==> src/hw/rtl/cvg_pkg.sv <==
// ----------------------------------------------------------------------------
// cvg_pkg - chord voice generator shared definitions
// Transaction types, register indexes, gate bit positions and the
// stage-to-stage records of the pipeline.
// ----------------------------------------------------------------------------
package cvg_pkg;

   // Configuration register indexes
   localparam logic [1:0] CSR_OFFSET    = 2'd0;
   localparam logic [1:0] CSR_INVERSION = 2'd1;
   localparam logic [1:0] CSR_VOICING   = 2'd2;

   localparam logic [12:0] OFFSET_KNOB_RESET    = 13'd2048;
   localparam logic [12:0] INVERSION_KNOB_RESET = 13'd0;
   localparam logic [12:0] VOICING_KNOB_RESET   = 13'd0;

   // Modifier gate bit positions
   localparam int GATE_FLAT3  = 0;
   localparam int GATE_FLAT5  = 1;
   localparam int GATE_FLAT7  = 2;
   localparam int GATE_SUS2   = 3;
   localparam int GATE_SUS4   = 4;
   localparam int GATE_SIX5   = 5;
   localparam int GATE_ONE7   = 6;
   localparam int GATE_FLAT9  = 7;
   localparam int GATE_SHARP9 = 8;
   localparam int GATE_SIX7   = 9;
   localparam int GATE_SHARP5 = 10;

   // Reciprocals scaled by 2^16 for exact floor division of small values
   localparam logic [14:0] RECIP3 = 15'd21846;
   localparam logic [12:0] RECIP9 = 13'd7282;

   typedef enum logic [1:0] {
      INV_ROOT,
      INV_FIRST,
      INV_SECOND,
      INV_THIRD
   } cvg_inv_type;

   typedef enum logic [2:0] {
      VOICE_CLOSE,
      VOICE_DROP2,
      VOICE_DROP3,
      VOICE_DROP24,
      VOICE_SPREAD
   } cvg_voicing_type;

   typedef struct packed {
      logic [12:0] offset_knob;
      logic [12:0] inversion_knob;
      logic [12:0] voicing_knob;
   } cvg_knobs_type;

   typedef struct packed {
      logic signed [15:0] pitch_in;
      logic signed [15:0] offset_cv;
      logic signed [15:0] inversion_cv;
      logic signed [15:0] voicing_cv;
      logic [10:0]        modifier_gates;
   } cvg_req_type;

   typedef struct packed {
      logic signed [15:0] root_out;
      logic signed [15:0] third_out;
      logic signed [15:0] fifth_out;
      logic signed [15:0] seventh_out;
      logic signed [15:0] voice_one;
      logic signed [15:0] voice_two;
      logic signed [15:0] voice_three;
      logic signed [15:0] voice_four;
   } cvg_rsp_type;

   // After stage one: biased magnitudes already scaled down by the
   // power-of-two part of each divisor
   typedef struct packed {
      logic signed [15:0] pitch;
      logic [10:0]        gates;
      logic               oct_neg;
      logic [5:0]         oct_mag;
      logic               semi_neg;
      logic [7:0]         semi_mag;
      logic               inv_neg;
      logic [6:0]         inv_mag;
      logic               vc_neg;
      logic [6:0]         vc_mag;
   } cvg_scaled_type;

   // After stage two: rounded and clamped selectors
   typedef struct packed {
      logic signed [15:0] pitch;
      logic [10:0]        gates;
      logic signed [4:0]  octave;
      logic signed [5:0]  semis;
      cvg_inv_type        inv;
      cvg_voicing_type    vc;
   } cvg_rounded_type;

   // After stage three: chord tones in counts
   typedef struct packed {
      logic signed [18:0] root;
      logic signed [18:0] third;
      logic signed [18:0] fifth;
      logic signed [18:0] seventh;
      logic signed [18:0] alt;
      cvg_inv_type        inv;
      cvg_voicing_type    vc;
   } cvg_chord_type;

endpackage

==> src/hw/rtl/cvg_stage_scale.sv <==
// ----------------------------------------------------------------------------
// cvg_stage_scale - numerator stage
// Forms the selector numerators, takes magnitudes, adds the rounding bias
// and drops the power-of-two part of each divisor.
// ----------------------------------------------------------------------------
module cvg_stage_scale (
   input  logic                    clock,
   input  logic                    reset,
   input  cvg_pkg::cvg_knobs_type  knobs,
   input  logic                    in_valid,
   output logic                    in_stall,
   input  cvg_pkg::cvg_req_type    in_data,
   output logic                    out_valid,
   input  logic                    out_stall,
   output cvg_pkg::cvg_scaled_type out_data
);
   import cvg_pkg::*;

   logic           valid_ff, valid_in;
   cvg_scaled_type data_ff, data_in;
   logic           stall_up;

   logic signed [16:0] pitch_w;
   logic [16:0]        pitch_abs;
   logic [16:0]        pitch_biased;
   logic signed [19:0] semi_n;
   logic [19:0]        semi_abs;
   logic [19:0]        semi_biased;
   logic signed [18:0] inv_n;
   logic [18:0]        inv_abs;
   logic [18:0]        inv_biased;
   logic signed [20:0] vc_n;
   logic [20:0]        vc_abs;
   logic [20:0]        vc_biased;

   assign stall_up = valid_ff && out_stall;
   assign in_stall = stall_up;

   always_comb begin
      pitch_w      = 17'(in_data.pitch_in);
      pitch_abs    = pitch_w[16] ? 17'(-pitch_w) : 17'(pitch_w);
      pitch_biased = pitch_abs + 17'd1536;

      semi_n = $signed({7'd0, knobs.offset_knob}) * 20'sd27
             + 20'(in_data.offset_cv) * 20'sd2 - 20'sd55296;
      semi_abs    = semi_n[19] ? 20'(-semi_n) : 20'(semi_n);
      semi_biased = semi_abs + 20'd4608;

      inv_n = $signed({6'd0, knobs.inversion_knob}) * 19'sd9
            + 19'(in_data.inversion_cv) - 19'sd9216;
      inv_abs    = inv_n[18] ? 19'(-inv_n) : 19'(inv_n);
      inv_biased = inv_abs + 19'd4608;

      vc_n = $signed({8'd0, knobs.voicing_knob}) * 21'sd45
           + 21'(in_data.voicing_cv) * 21'sd4 - 21'sd73728;
      vc_abs    = vc_n[20] ? 21'(-vc_n) : 21'(vc_n);
      vc_biased = vc_abs + 21'd18432;

      data_in.pitch    = in_data.pitch_in;
      data_in.gates    = in_data.modifier_gates;
      data_in.oct_neg  = pitch_w[16];
      data_in.oct_mag  = pitch_biased[15:10];   // divide by 1024, then by 3
      data_in.semi_neg = semi_n[19];
      data_in.semi_mag = semi_biased[17:10];    // divide by 1024, then by 9
      data_in.inv_neg  = inv_n[18];
      data_in.inv_mag  = inv_biased[16:10];     // divide by 1024, then by 9
      data_in.vc_neg   = vc_n[20];
      data_in.vc_mag   = vc_biased[18:12];      // divide by 4096, then by 9

      valid_in = stall_up ? valid_ff : in_valid;
   end

   always_ff @(posedge clock) begin
      if (reset) begin
         valid_ff <= 1'b0;
      end else begin
         valid_ff <= valid_in;
      end
   end

   always_ff @(posedge clock) begin
      if (in_valid && !stall_up) begin
         data_ff <= data_in;
      end
   end

   assign out_valid = valid_ff;
   assign out_data  = data_ff;

endmodule

==> src/hw/rtl/cvg_stage_round.sv <==
// ----------------------------------------------------------------------------
// cvg_stage_round - quotient stage
// Finishes each division by reciprocal multiplication, restores the sign
// and clamps the inversion and voicing selectors.
// ----------------------------------------------------------------------------
module cvg_stage_round (
   input  logic                     clock,
   input  logic                     reset,
   input  logic                     in_valid,
   output logic                     in_stall,
   input  cvg_pkg::cvg_scaled_type  in_data,
   output logic                     out_valid,
   input  logic                     out_stall,
   output cvg_pkg::cvg_rounded_type out_data
);
   import cvg_pkg::*;

   logic            valid_ff, valid_in;
   cvg_rounded_type data_ff, data_in;
   logic            stall_up;

   logic [20:0] oct_prod;
   logic [20:0] semi_prod;
   logic [19:0] inv_prod;
   logic [19:0] vc_prod;
   logic [4:0]  oct_q;
   logic [4:0]  semi_q;
   logic [3:0]  inv_q;
   logic [3:0]  vc_q;

   assign stall_up = valid_ff && out_stall;
   assign in_stall = stall_up;

   always_comb begin
      oct_prod  = 21'(in_data.oct_mag) * 21'(RECIP3);
      semi_prod = 21'(in_data.semi_mag) * 21'(RECIP9);
      inv_prod  = 20'(in_data.inv_mag) * 20'(RECIP9);
      vc_prod   = 20'(in_data.vc_mag) * 20'(RECIP9);
      oct_q     = oct_prod[20:16];
      semi_q    = semi_prod[20:16];
      inv_q     = inv_prod[19:16];
      vc_q      = vc_prod[19:16];

      data_in.pitch  = in_data.pitch;
      data_in.gates  = in_data.gates;
      data_in.octave = in_data.oct_neg ? -$signed(oct_q) : $signed(oct_q);
      data_in.semis  = in_data.semi_neg ? -$signed({1'b0, semi_q})
                                        : $signed({1'b0, semi_q});

      // clamp inversion to -1..2
      if (in_data.inv_neg && (inv_q != 4'd0)) begin
         data_in.inv = INV_ROOT;
      end else if (inv_q == 4'd0) begin
         data_in.inv = INV_FIRST;
      end else if (inv_q == 4'd1) begin
         data_in.inv = INV_SECOND;
      end else begin
         data_in.inv = INV_THIRD;
      end

      // clamp voicing to -2..2
      if (in_data.vc_neg && (vc_q >= 4'd2)) begin
         data_in.vc = VOICE_CLOSE;
      end else if (in_data.vc_neg && (vc_q == 4'd1)) begin
         data_in.vc = VOICE_DROP2;
      end else if (vc_q == 4'd0) begin
         data_in.vc = VOICE_DROP3;
      end else if (vc_q == 4'd1) begin
         data_in.vc = VOICE_DROP24;
      end else begin
         data_in.vc = VOICE_SPREAD;
      end

      valid_in = stall_up ? valid_ff : in_valid;
   end

   always_ff @(posedge clock) begin
      if (reset) begin
         valid_ff <= 1'b0;
      end else begin
         valid_ff <= valid_in;
      end
   end

   always_ff @(posedge clock) begin
      if (in_valid && !stall_up) begin
         data_ff <= data_in;
      end
   end

   assign out_valid = valid_ff;
   assign out_data  = data_ff;

endmodule

==> src/hw/rtl/cvg_stage_chord.sv <==
// ----------------------------------------------------------------------------
// cvg_stage_chord - chord tone stage
// Folds the pitch into its octave, transposes it and builds the chord
// tones from the modifier gates.
// ----------------------------------------------------------------------------
module cvg_stage_chord (
   input  logic                     clock,
   input  logic                     reset,
   input  logic                     in_valid,
   output logic                     in_stall,
   input  cvg_pkg::cvg_rounded_type in_data,
   output logic                     out_valid,
   input  logic                     out_stall,
   output cvg_pkg::cvg_chord_type   out_data
);
   import cvg_pkg::*;

   logic          valid_ff, valid_in;
   cvg_chord_type data_ff, data_in;
   logic          stall_up;

   logic signed [17:0] root;
   logic [3:0]         third_semi;
   logic [3:0]         fifth_semi;
   logic [3:0]         seventh_semi;
   logic [1:0]         alt_semi;

   assign stall_up = valid_ff && out_stall;
   assign in_stall = stall_up;

   always_comb begin
      root = 18'(in_data.pitch) - 18'(in_data.octave) * 18'sd3072
           + 18'(in_data.semis) * 18'sd256;

      // later rules win
      third_semi   = 4'd4;
      fifth_semi   = 4'd7;
      seventh_semi = 4'd11;
      alt_semi     = 2'd0;
      if (in_data.gates[GATE_FLAT3])  third_semi   = 4'd3;
      if (in_data.gates[GATE_FLAT5])  fifth_semi   = 4'd6;
      if (in_data.gates[GATE_SHARP5]) fifth_semi   = 4'd8;
      if (in_data.gates[GATE_FLAT7])  seventh_semi = 4'd10;
      if (in_data.gates[GATE_SUS2])   alt_semi     = 2'd2;
      if (in_data.gates[GATE_SUS4])   third_semi   = 4'd5;
      if (in_data.gates[GATE_SIX5])   fifth_semi   = 4'd9;
      if (in_data.gates[GATE_SIX7])   seventh_semi = 4'd9;
      if (in_data.gates[GATE_FLAT9])  alt_semi     = 2'd1;
      if (in_data.gates[GATE_SHARP9]) alt_semi     = 2'd3;
      if (in_data.gates[GATE_ONE7])   seventh_semi = 4'd12;

      data_in.root    = 19'(root);
      data_in.third   = 19'(root) + $signed({7'd0, third_semi, 8'd0});
      data_in.fifth   = 19'(root) + $signed({7'd0, fifth_semi, 8'd0});
      data_in.seventh = 19'(root) + $signed({7'd0, seventh_semi, 8'd0});
      data_in.alt     = 19'(root) + $signed({9'd0, alt_semi, 8'd0});
      data_in.inv     = in_data.inv;
      data_in.vc      = in_data.vc;

      valid_in = stall_up ? valid_ff : in_valid;
   end

   always_ff @(posedge clock) begin
      if (reset) begin
         valid_ff <= 1'b0;
      end else begin
         valid_ff <= valid_in;
      end
   end

   always_ff @(posedge clock) begin
      if (in_valid && !stall_up) begin
         data_ff <= data_in;
      end
   end

   assign out_valid = valid_ff;
   assign out_data  = data_ff;

endmodule

==> src/hw/rtl/cvg_stage_voice.sv <==
// ----------------------------------------------------------------------------
// cvg_stage_voice - voice placement and output stage
// Orders the voices by inversion, shifts octaves by voicing and saturates
// every pitch into the output register.
// ----------------------------------------------------------------------------
module cvg_stage_voice (
   input  logic                   clock,
   input  logic                   reset,
   input  logic                   in_valid,
   output logic                   in_stall,
   input  cvg_pkg::cvg_chord_type in_data,
   output logic                   out_valid,
   input  logic                   out_stall,
   output cvg_pkg::cvg_rsp_type   out_data
);
   import cvg_pkg::*;

   localparam logic signed [19:0] OCTAVE = 20'sd3072;

   logic        valid_ff, valid_in;
   cvg_rsp_type data_ff, data_in;
   logic        stall_up;

   logic signed [19:0] a, t, f, s;
   logic signed [19:0] v1, v2, v3, v4;

   function automatic logic signed [15:0] sat16(input logic signed [19:0] v);
      logic signed [15:0] r;
      if (v > 20'sd32767) begin
         r = 16'sh7fff;
      end else if (v < -20'sd32768) begin
         r = 16'sh8000;
      end else begin
         r = v[15:0];
      end
      return r;
   endfunction

   assign stall_up = valid_ff && out_stall;
   assign in_stall = stall_up;

   always_comb begin
      a = 20'(in_data.alt);
      t = 20'(in_data.third);
      f = 20'(in_data.fifth);
      s = 20'(in_data.seventh);

      case (in_data.inv)
         INV_ROOT: begin
            v1 = a; v2 = t; v3 = f; v4 = s;
         end
         INV_FIRST: begin
            v1 = t; v2 = f; v3 = s; v4 = a + OCTAVE;
         end
         INV_SECOND: begin
            v1 = f; v2 = s; v3 = a + OCTAVE; v4 = t + OCTAVE;
         end
         default: begin
            v1 = s; v2 = a + OCTAVE; v3 = t + OCTAVE; v4 = f + OCTAVE;
         end
      endcase

      case (in_data.vc)
         VOICE_CLOSE: begin
         end
         VOICE_DROP2: begin
            v2 = v2 - OCTAVE;
         end
         VOICE_DROP3: begin
            v3 = v3 - OCTAVE;
         end
         VOICE_DROP24: begin
            v2 = v2 - OCTAVE;
            v4 = v4 - OCTAVE;
         end
         VOICE_SPREAD: begin
            v2 = v2 + OCTAVE;
            v4 = v4 + OCTAVE;
         end
         default: begin
         end
      endcase

      data_in.root_out    = sat16(20'(in_data.root));
      data_in.third_out   = sat16(t);
      data_in.fifth_out   = sat16(f);
      data_in.seventh_out = sat16(s);
      data_in.voice_one   = sat16(v1);
      data_in.voice_two   = sat16(v2);
      data_in.voice_three = sat16(v3);
      data_in.voice_four  = sat16(v4);

      valid_in = stall_up ? valid_ff : in_valid;
   end

   always_ff @(posedge clock) begin
      if (reset) begin
         valid_ff <= 1'b0;
      end else begin
         valid_ff <= valid_in;
      end
   end

   always_ff @(posedge clock) begin
      if (in_valid && !stall_up) begin
         data_ff <= data_in;
      end
   end

   assign out_valid = valid_ff;
   assign out_data  = data_ff;

endmodule

==> src/hw/rtl/chord_voice_generator.sv <==
// ----------------------------------------------------------------------------
// chord_voice_generator - four-voice chord builder from a 1 V/oct pitch
// Turns one pitch transaction with offset, inversion and voicing controls
// and chord-modifier gates into root, third, fifth, seventh and four voices.
// ----------------------------------------------------------------------------
// Usage:
//   req_*  input channel, valid/stall. A transaction is taken on a rising
//          edge with req_valid high and req_stall low.
//   rsp_*  result channel, valid/stall. Exactly one result leaves for each
//          request, in request order.
//   csr_*  register writes (index 0 offset, 1 inversion, 2 voicing knob);
//          csr_ready is always high and writes to index 3 are dropped.
//          Write only while the pipeline holds no transaction.
// Pipeline: an accepted transaction passes one register stage each
//   (numerator, quotient, chord tones, voice placement/output) to rsp_valid.
// Throughput: one transaction per cycle unless stalled; each stage register
//   holds one transaction, so the rate is set by the four-stage pipeline alone.
// Stall: a stalled result holds in the output register; earlier stages
//   keep filling empty slots, and req_stall rises only once every stage
//   is occupied behind a stalled output.
// Reset: synchronous; empties the pipeline and loads the knob defaults
//   (offset 2048, inversion 0, voicing 0).
// ----------------------------------------------------------------------------
module chord_voice_generator (
   input  logic                 clock,
   input  logic                 reset,
   input  logic                 req_valid,
   output logic                 req_stall,
   input  cvg_pkg::cvg_req_type req_data,
   output logic                 rsp_valid,
   input  logic                 rsp_stall,
   output cvg_pkg::cvg_rsp_type rsp_data,
   input  logic                 csr_valid,
   output logic                 csr_ready,
   input  logic [1:0]           csr_index,
   input  logic [12:0]          csr_data
);
   import cvg_pkg::*;

   cvg_knobs_type   knobs_ff, knobs_in;

   logic            s1_valid, s1_stall;
   cvg_scaled_type  s1_data;
   logic            s2_valid, s2_stall;
   cvg_rounded_type s2_data;
   logic            s3_valid, s3_stall;
   cvg_chord_type   s3_data;

   // Register writes are always taken
   assign csr_ready = 1'b1;

   always_comb begin
      knobs_in = knobs_ff;
      if (csr_valid && csr_ready) begin
         case (csr_index)
            CSR_OFFSET:    knobs_in.offset_knob    = csr_data;
            CSR_INVERSION: knobs_in.inversion_knob = csr_data;
            CSR_VOICING:   knobs_in.voicing_knob   = csr_data;
            default: begin
               // unknown index: drop the write
            end
         endcase
      end
   end

   always_ff @(posedge clock) begin
      if (reset) begin
         knobs_ff.offset_knob    <= OFFSET_KNOB_RESET;
         knobs_ff.inversion_knob <= INVERSION_KNOB_RESET;
         knobs_ff.voicing_knob   <= VOICING_KNOB_RESET;
      end else begin
         knobs_ff <= knobs_in;
      end
   end

   // Stage one: numerators, magnitudes and rounding bias
   cvg_stage_scale u_scale (
      .clock     (clock),
      .reset     (reset),
      .knobs     (knobs_ff),
      .in_valid  (req_valid),
      .in_stall  (req_stall),
      .in_data   (req_data),
      .out_valid (s1_valid),
      .out_stall (s1_stall),
      .out_data  (s1_data)
   );

   // Stage two: quotients and selector clamps
   cvg_stage_round u_round (
      .clock     (clock),
      .reset     (reset),
      .in_valid  (s1_valid),
      .in_stall  (s1_stall),
      .in_data   (s1_data),
      .out_valid (s2_valid),
      .out_stall (s2_stall),
      .out_data  (s2_data)
   );

   // Stage three: root and chord tones
   cvg_stage_chord u_chord (
      .clock     (clock),
      .reset     (reset),
      .in_valid  (s2_valid),
      .in_stall  (s2_stall),
      .in_data   (s2_data),
      .out_valid (s3_valid),
      .out_stall (s3_stall),
      .out_data  (s3_data)
   );

   // Stage four: voice placement, saturation, output register
   cvg_stage_voice u_voice (
      .clock     (clock),
      .reset     (reset),
      .in_valid  (s3_valid),
      .in_stall  (s3_stall),
      .in_data   (s3_data),
      .out_valid (rsp_valid),
      .out_stall (rsp_stall),
      .out_data  (rsp_data)
   );

endmodule

==> config.mk <==
export PLATFORM = sky130hd
export DESIGN_NAME = chord_voice_generator
export DESIGN_NICKNAME = d
export VERILOG_FILES = /design/src/hw/rtl/cvg_pkg.sv /design/src/hw/rtl/cvg_stage_scale.sv /design/src/hw/rtl/cvg_stage_round.sv /design/src/hw/rtl/cvg_stage_chord.sv /design/src/hw/rtl/cvg_stage_voice.sv /design/src/hw/rtl/chord_voice_generator.sv
export SDC_FILE = /design/constraint.sdc
export NUM_CORES = 1
export LEC_CHECK = 0
export BUFFER_PORTS_ARGS = -buffer_cell sky130_fd_sc_hd__buf_4
export CORE_MARGIN = 2
export CORE_UTILIZATION = 45
export DETAILED_ROUTE_END_ITERATION = 16
export SLEW_MARGIN = 10
export SYNTH_ARGS = -nofsm -noshare
export SYNTH_HDL_FRONTEND = slang
export SYNTH_SLANG_ARGS = --single-unit
==> constraint.sdc <==
create_clock -name clock -period 13.6 [get_ports clock]
set_clock_uncertainty 0.15 [all_clocks]
set_input_delay 1.36 -clock clock [delete_from_list [all_inputs] [get_ports clock]]
set_output_delay 1.36 -clock clock [all_outputs]
set_load 0.03 [all_outputs]
# == Word-level counts from Yosys, hierarchy flattened ==
# Index checks and enable logic that the tools add are counted.
# classes
multipliers,8
addsub,30
muxes,37
n_reduce_logical,27
n_eq_ne,10
n_lt_le_gt_ge,17
# ops
cell,n
$pmux 20 s3,4
$mux 16,9
$gt 20x16->1 const B,4
$lt 20x16->1 const B,4
$pmux 20 s2,2
$add 19x13->20 const B,3
$sub 20x13->20 const B,3
$gt 19x16->1 const B,3
$lt 19x16->1 const B,3
$add 20x13->20 const B,2
$add 18x13->19,2
$mul 7x12->19 const B,2
$add 20x18->21,1
$sub 21x18->21 const B,1
$add 19x17->20,1
$mul 6x14->20 const B,1
$mul 8x12->20 const B,1
$mux 20,1
$sub 20x17->20 const B,1
$add 18x11->19,1
$add 18x12->19,1
$add 18x16->19,1
$add 19x15->19 const B,1
$mul 13x6->19 const B,1
40 further kinds,76
# word_totals
out_inout_bits,131
reg_bits,372

# == Depth between registers and ports, before layout ==
# logic_depth
ltp_word,6
ltp_mapped,34
depth_no_buf,34

# == Hierarchy ==
# From an unflattened synthesis, not the netlist that was laid out.
# unflattened
cells_unflattened,3013
area_unflattened_um2,30728.2
# by_module_without_submodules
module,instances,cells_each,area_each_um2
cvg_stage_scale,1,1093,9743.1
cvg_stage_voice,1,814,8947.3
cvg_stage_round,1,555,5885.6
cvg_stage_chord,1,403,4556.9
chord_voice_generator,1,148,1595.3

# == Least setup slack after synthesis ==
# Ideal clock, no wire load.
# synth_path
path_kind,input-to-reg
start,in rsp_stall
end,reg u_voice.data_ff (netlist bit u_voice.out_data[0]) (enable)
path_stages,1
arrival_ns,10.613
required_ns,12.641
setup_slack_ns,2.028
path_cell_list,a21boi_0
# synth_via
elab_chain_len,3
# synth_rtl
item,line,rtl
"start, declared",chord_voice_generator.sv:31,"input logic rsp_stall,"
$logic_and 1x1->1,cvg_stage_voice.sv:39,assign stall_up = valid_ff && out_stall;
$logic_not 1->1,cvg_stage_voice.sv:105,if (in_valid && !stall_up) begin
$logic_and 1x1->1,cvg_stage_voice.sv:105,
"end signal, assigned",cvg_stage_voice.sv:106,data_ff <= data_in;
"end, declared",cvg_stage_voice.sv:21,"cvg_rsp_type data_ff, data_in;"
# No other way between the ends.
# A chain may end at the register's enable or synchronous reset.

# == Final worst setup path ==
# layout_path
start,reg knobs_ff[0] (netlist bit)
end,reg u_scale.data_ff (netlist bit u_scale.out_data[5]) (data pin)
# layout_lines
item,line,rtl
"start, declared",chord_voice_generator.sv:40,"cvg_knobs_type knobs_ff, knobs_in;"
"start signal, assigned",chord_voice_generator.sv:72,knobs_ff <= knobs_in;
$mul 13x6->19,cvg_stage_scale.sv:54,"vc_n = $signed({8'd0, knobs.voicing_knob}) * 21'sd45"
$add 20x18->21,cvg_stage_scale.sv:55,+ 21'(in_data.voicing_cv) * 21'sd4 - 21'sd73728;
$sub 21x18->21,cvg_stage_scale.sv:55,
via u_scale.vc_n[20],cvg_stage_scale.sv:32,logic signed [20:0] vc_n;
$mux 19,cvg_stage_scale.sv:56,vc_abs = vc_n[20] ? 21'(-vc_n) : 21'(vc_n);
$add 19x15->19,cvg_stage_scale.sv:57,vc_biased = vc_abs + 21'd18432;
via u_scale.vc_biased[17],cvg_stage_scale.sv:34,logic [20:0] vc_biased;
"end signal, assigned",cvg_stage_scale.sv:83,data_ff <= data_in;
"end, declared",cvg_stage_scale.sv:20,"cvg_scaled_type data_ff, data_in;"
# The timed path passes the listed nets, and every way through them passes these cells.

==> impl_metrics.json <==
{
  "cp.required_ns": 13.73,
  "clkLatencyLatePin_ns": 0.57,
  "antenna_found_initial": 7,
  "vdd_drop_max_v": 0.000321,
  "hold_slack_ns": 0.267,
  "register_area_sq_um": 9750,
  "drv_slew": 0,
  "grt_pass1_vias": 21000,
  "grt_first_pass_wirelength_um": 106000,
  "r2r_cells": 30,
  "synth_area_leaders": "edfxtp_1 (31%), ha_1 (18%), fa_1 (7.2%)",
  "cpMaxStageDelayCell": "fa_1",
  "power.density_nw_per_um2": 281,
  "crit_path_max_fanout": 8,
  "cts_setup_buffers": 0,
  "critPathLaunchType": "flop",
  "detail_route.first_pass.iterations": 7,
  "place.gp.congestion": 0.894,
  "setup_tns_ns": 0,
  "critical_path_class": "flop to flop",
  "synth_common_cells": "ha_1 (413), inv_1 (352), edfxtp_1 (296)",
  "fillers": 5683,
  "final_util": 0.518,
  "clkPwrFrac": 0.121,
  "ant_nets": 0,
  "place_area_sq_um": 31400,
  "synth_edf_count": 296,
  "boundaryPins": 226,
  "worst_pin_slew_ns": 1.20,
  "r2r-start": "knobs_ff[0]$_SDFFE_PP0P_",
  "multi_input_area_sq_um": 17500,
  "switching_share": 0.454,
  "fin_crit_sh": 0.537,
  "numPortBuffers": 224,
  "rsz0062_at_grt": "false",
  "fin_ws_ns": 6.30,
  "htreeDepth": 2,
  "setup_violations": 0,
  "end_kind": "flop",
  "dp_cells": 3877,
  "critPathArrivalTime_ns": 7.43,
  "power_mw": 9.20,
  "syn_inst": 2873,
  "crit_path_frequent_cell": "ha_1",
  "cts_made_buffers": 41,
  "cts_resized": 0,
  "synthFlopType": "edfxtp_1",
  "path_clk_slew_ns": 0.05,
  "hold_class": "flop to flop",
  "route.detailed.wl_per_inst_um": 16.3,
  "comb_power_share": 0.673,
  "drt_iter0_markers": 1017,
  "die-height_um": 257,
  "r2r_slack_ns": 6.30,
  "clkSinkCount": 339,
  "status": "finished, final reports clean",
  "power_switching_mw": 4.18,
  "synth_nets": 3485,
  "wl_um": 64400,
  "grt_start_max_net_pins": 76,
  "cp_slowest_stage_delay_ns": 0.56,
  "synth_top_cell_by_area": "edfxtp_1",
  "synth.avg_cell_area_sq_um": 10.0,
  "core_area_sq_um": 63200,
  "yosysWarnings": 0,
  "cts_tree": "built",
  "start_util": 0.456,
  "reg2reg_to": "u_scale.out_data[5]$_DFFE_PP_",
  "setup.worst_path.end": "u_scale.out_data[5]$_DFFE_PP_",
  "yosysMostFrequentCell": "ha_1",
  "synth-seq-cells": 339,
  "viasPerCell": 5.35,
  "drc": 0,
  "syn-cell-area_sq_um": 28800,
  "ys_types": 97,
  "p_leak_nw": 14.6,
  "fmax_mhz": 137,
  "rows": 92,
  "hold_viol_final": 0,
  "die-area_sq_um": 66100,
  "hpwlAfterDp_um": 51300,
  "hold_buffers": 0,
  "seq_area_frac_synth": 0.338,
  "critPathLaunch": "knobs_ff[0]$_SDFFE_PP0P_",
  "drive_gt1_frac": 0.122,
  "fin_cells": 3951,
  "synth_top_area_frac": 0.308,
  "cts_max_path_buffers": 3,
  "relSlewSlack": 0.197,
  "fin_crit_ns": 7.30,
  "nets": 3686,
  "design_area_sq_um": 32700,
  "grt_usage": 0.195,
  "intPower_mw": 5.02,
  "n_antenna_cell": 0,
  "grt_overflow": 0,
  "syn_to_final_growth_pct": 13.6,
  "vias": 21100,
  "synth-async-reset-ratio": 0,
  "die_w_um": 257,
  "cts-root-buf": "clkbuf_16",
  "power_frac_seq": 0.207,
  "maxCapViolations": 0,
  "post-place-ws_ns": 6.37
}
-- worst min-delay path by stage --
stage,slack (ns),from,depth (start not counted),to
5_1_grt,0.28,u_scale.out_data[57]$_DFFE_PP_,0,u_round.out_data[41]$_DFFE_PP_
6_report,0.27,u_round.out_data[2]$_SDFFCE_PP0P_,0,u_chord.out_data[2]$_DFFE_PP_
2_1_floorplan,0.25,u_round.out_data[0]$_SDFFCE_PP0P_,0,u_chord.out_data[0]$_DFFE_PP_
3_5_place_dp,0.26,u_scale.out_data[40]$_DFFE_PP_,0,u_round.out_data[24]$_DFFE_PP_
4_1_cts,0.27,u_round.out_data[2]$_SDFFCE_PP0P_,0,u_chord.out_data[2]$_DFFE_PP_
3_3_place_gp,0.25,u_scale.out_data[57]$_DFFE_PP_,0,u_round.out_data[41]$_DFFE_PP_
-- per-layer routing --
metal,GRT usage,share of wire,vias to the layer above
met5,0,0.0015,-
met4,0.0438,0.020,14
met3,0.0329,0.052,95
met2,0.341,0.48,464
met1,0.251,0.44,9993
li1,-,-,10600
-- cell families (layout without fill, tap and decap cells) --
kind of cell	after synthesis	in the layout	synth area share
AO/OA/AOI/OAI	630	630	0.145
multiplexers	60	60	0.0293
XOR/XNOR	217	217	0.0669
flip-flops	339	339	0.338
AND/OR/NAND/NOR	674	674	0.110
adder cells (fa/ha/maj)	519	519	0.252
buffers and inverters	433	665	0.0577
other	1	1	0.000130
-- power groups by stage --
stage | Combinational (mW) | Sequential, mW | Clock [mW]
floorplan | 4.80 | 1.85 | 0
global placement | 5.99 | 1.92 | 0
detailed placement | 6.19 | 1.92 | 0
CTS | 6.25 | 1.90 | 1.14
global route | 7.10 | 1.93 | 1.18
finish | 6.19 | 1.90 | 1.11
-- state kept, by name, indices dropped and copies added (netlist names) --
signal             flops
knobs_ff              39
u_chord.out_data      67
u_chord.out_valid      1
u_round.out_data      43
u_round.out_valid      1
u_scale.out_data      58
u_scale.out_valid      1
u_voice.out_data     128
u_voice.out_valid      1
-- cell usage in the layout (no fill, tap or decap), types with 75 or more instances in the layout --
cell	synthesis	routed
ha_1	413	413
inv_1	352	352
edfxtp_1	296	296
buf_4	3	236
nor2_1	211	209
nand2_1	198	198
a21oi_1	175	175
xnor2_1	146	146
o21ai_0	116	116
fa_1	104	104
a21o_1	75	75
-- critical path: cells and delay by family, from the launching register on --
family / cells / cell delay [ns]
compound gates: 12 / 2.46
buf+inv: 3 / 0.37
fa+ha+maj: 7 / 2.35
simple gates: 6 / 1.06
xor+xnor: 2 / 0.27
flops: 1 / 0.35
-- cell type report --
cell class,count,area share
clock inverter,24,0.00937
multi-input combinational,2101,0.533
clock buffer,50,0.0324
sequential,339,0.298
tap,846,0.0323
inverter,355,0.0407
timing repair buffer,236,0.0541
(Power assumes the default switching activity.)
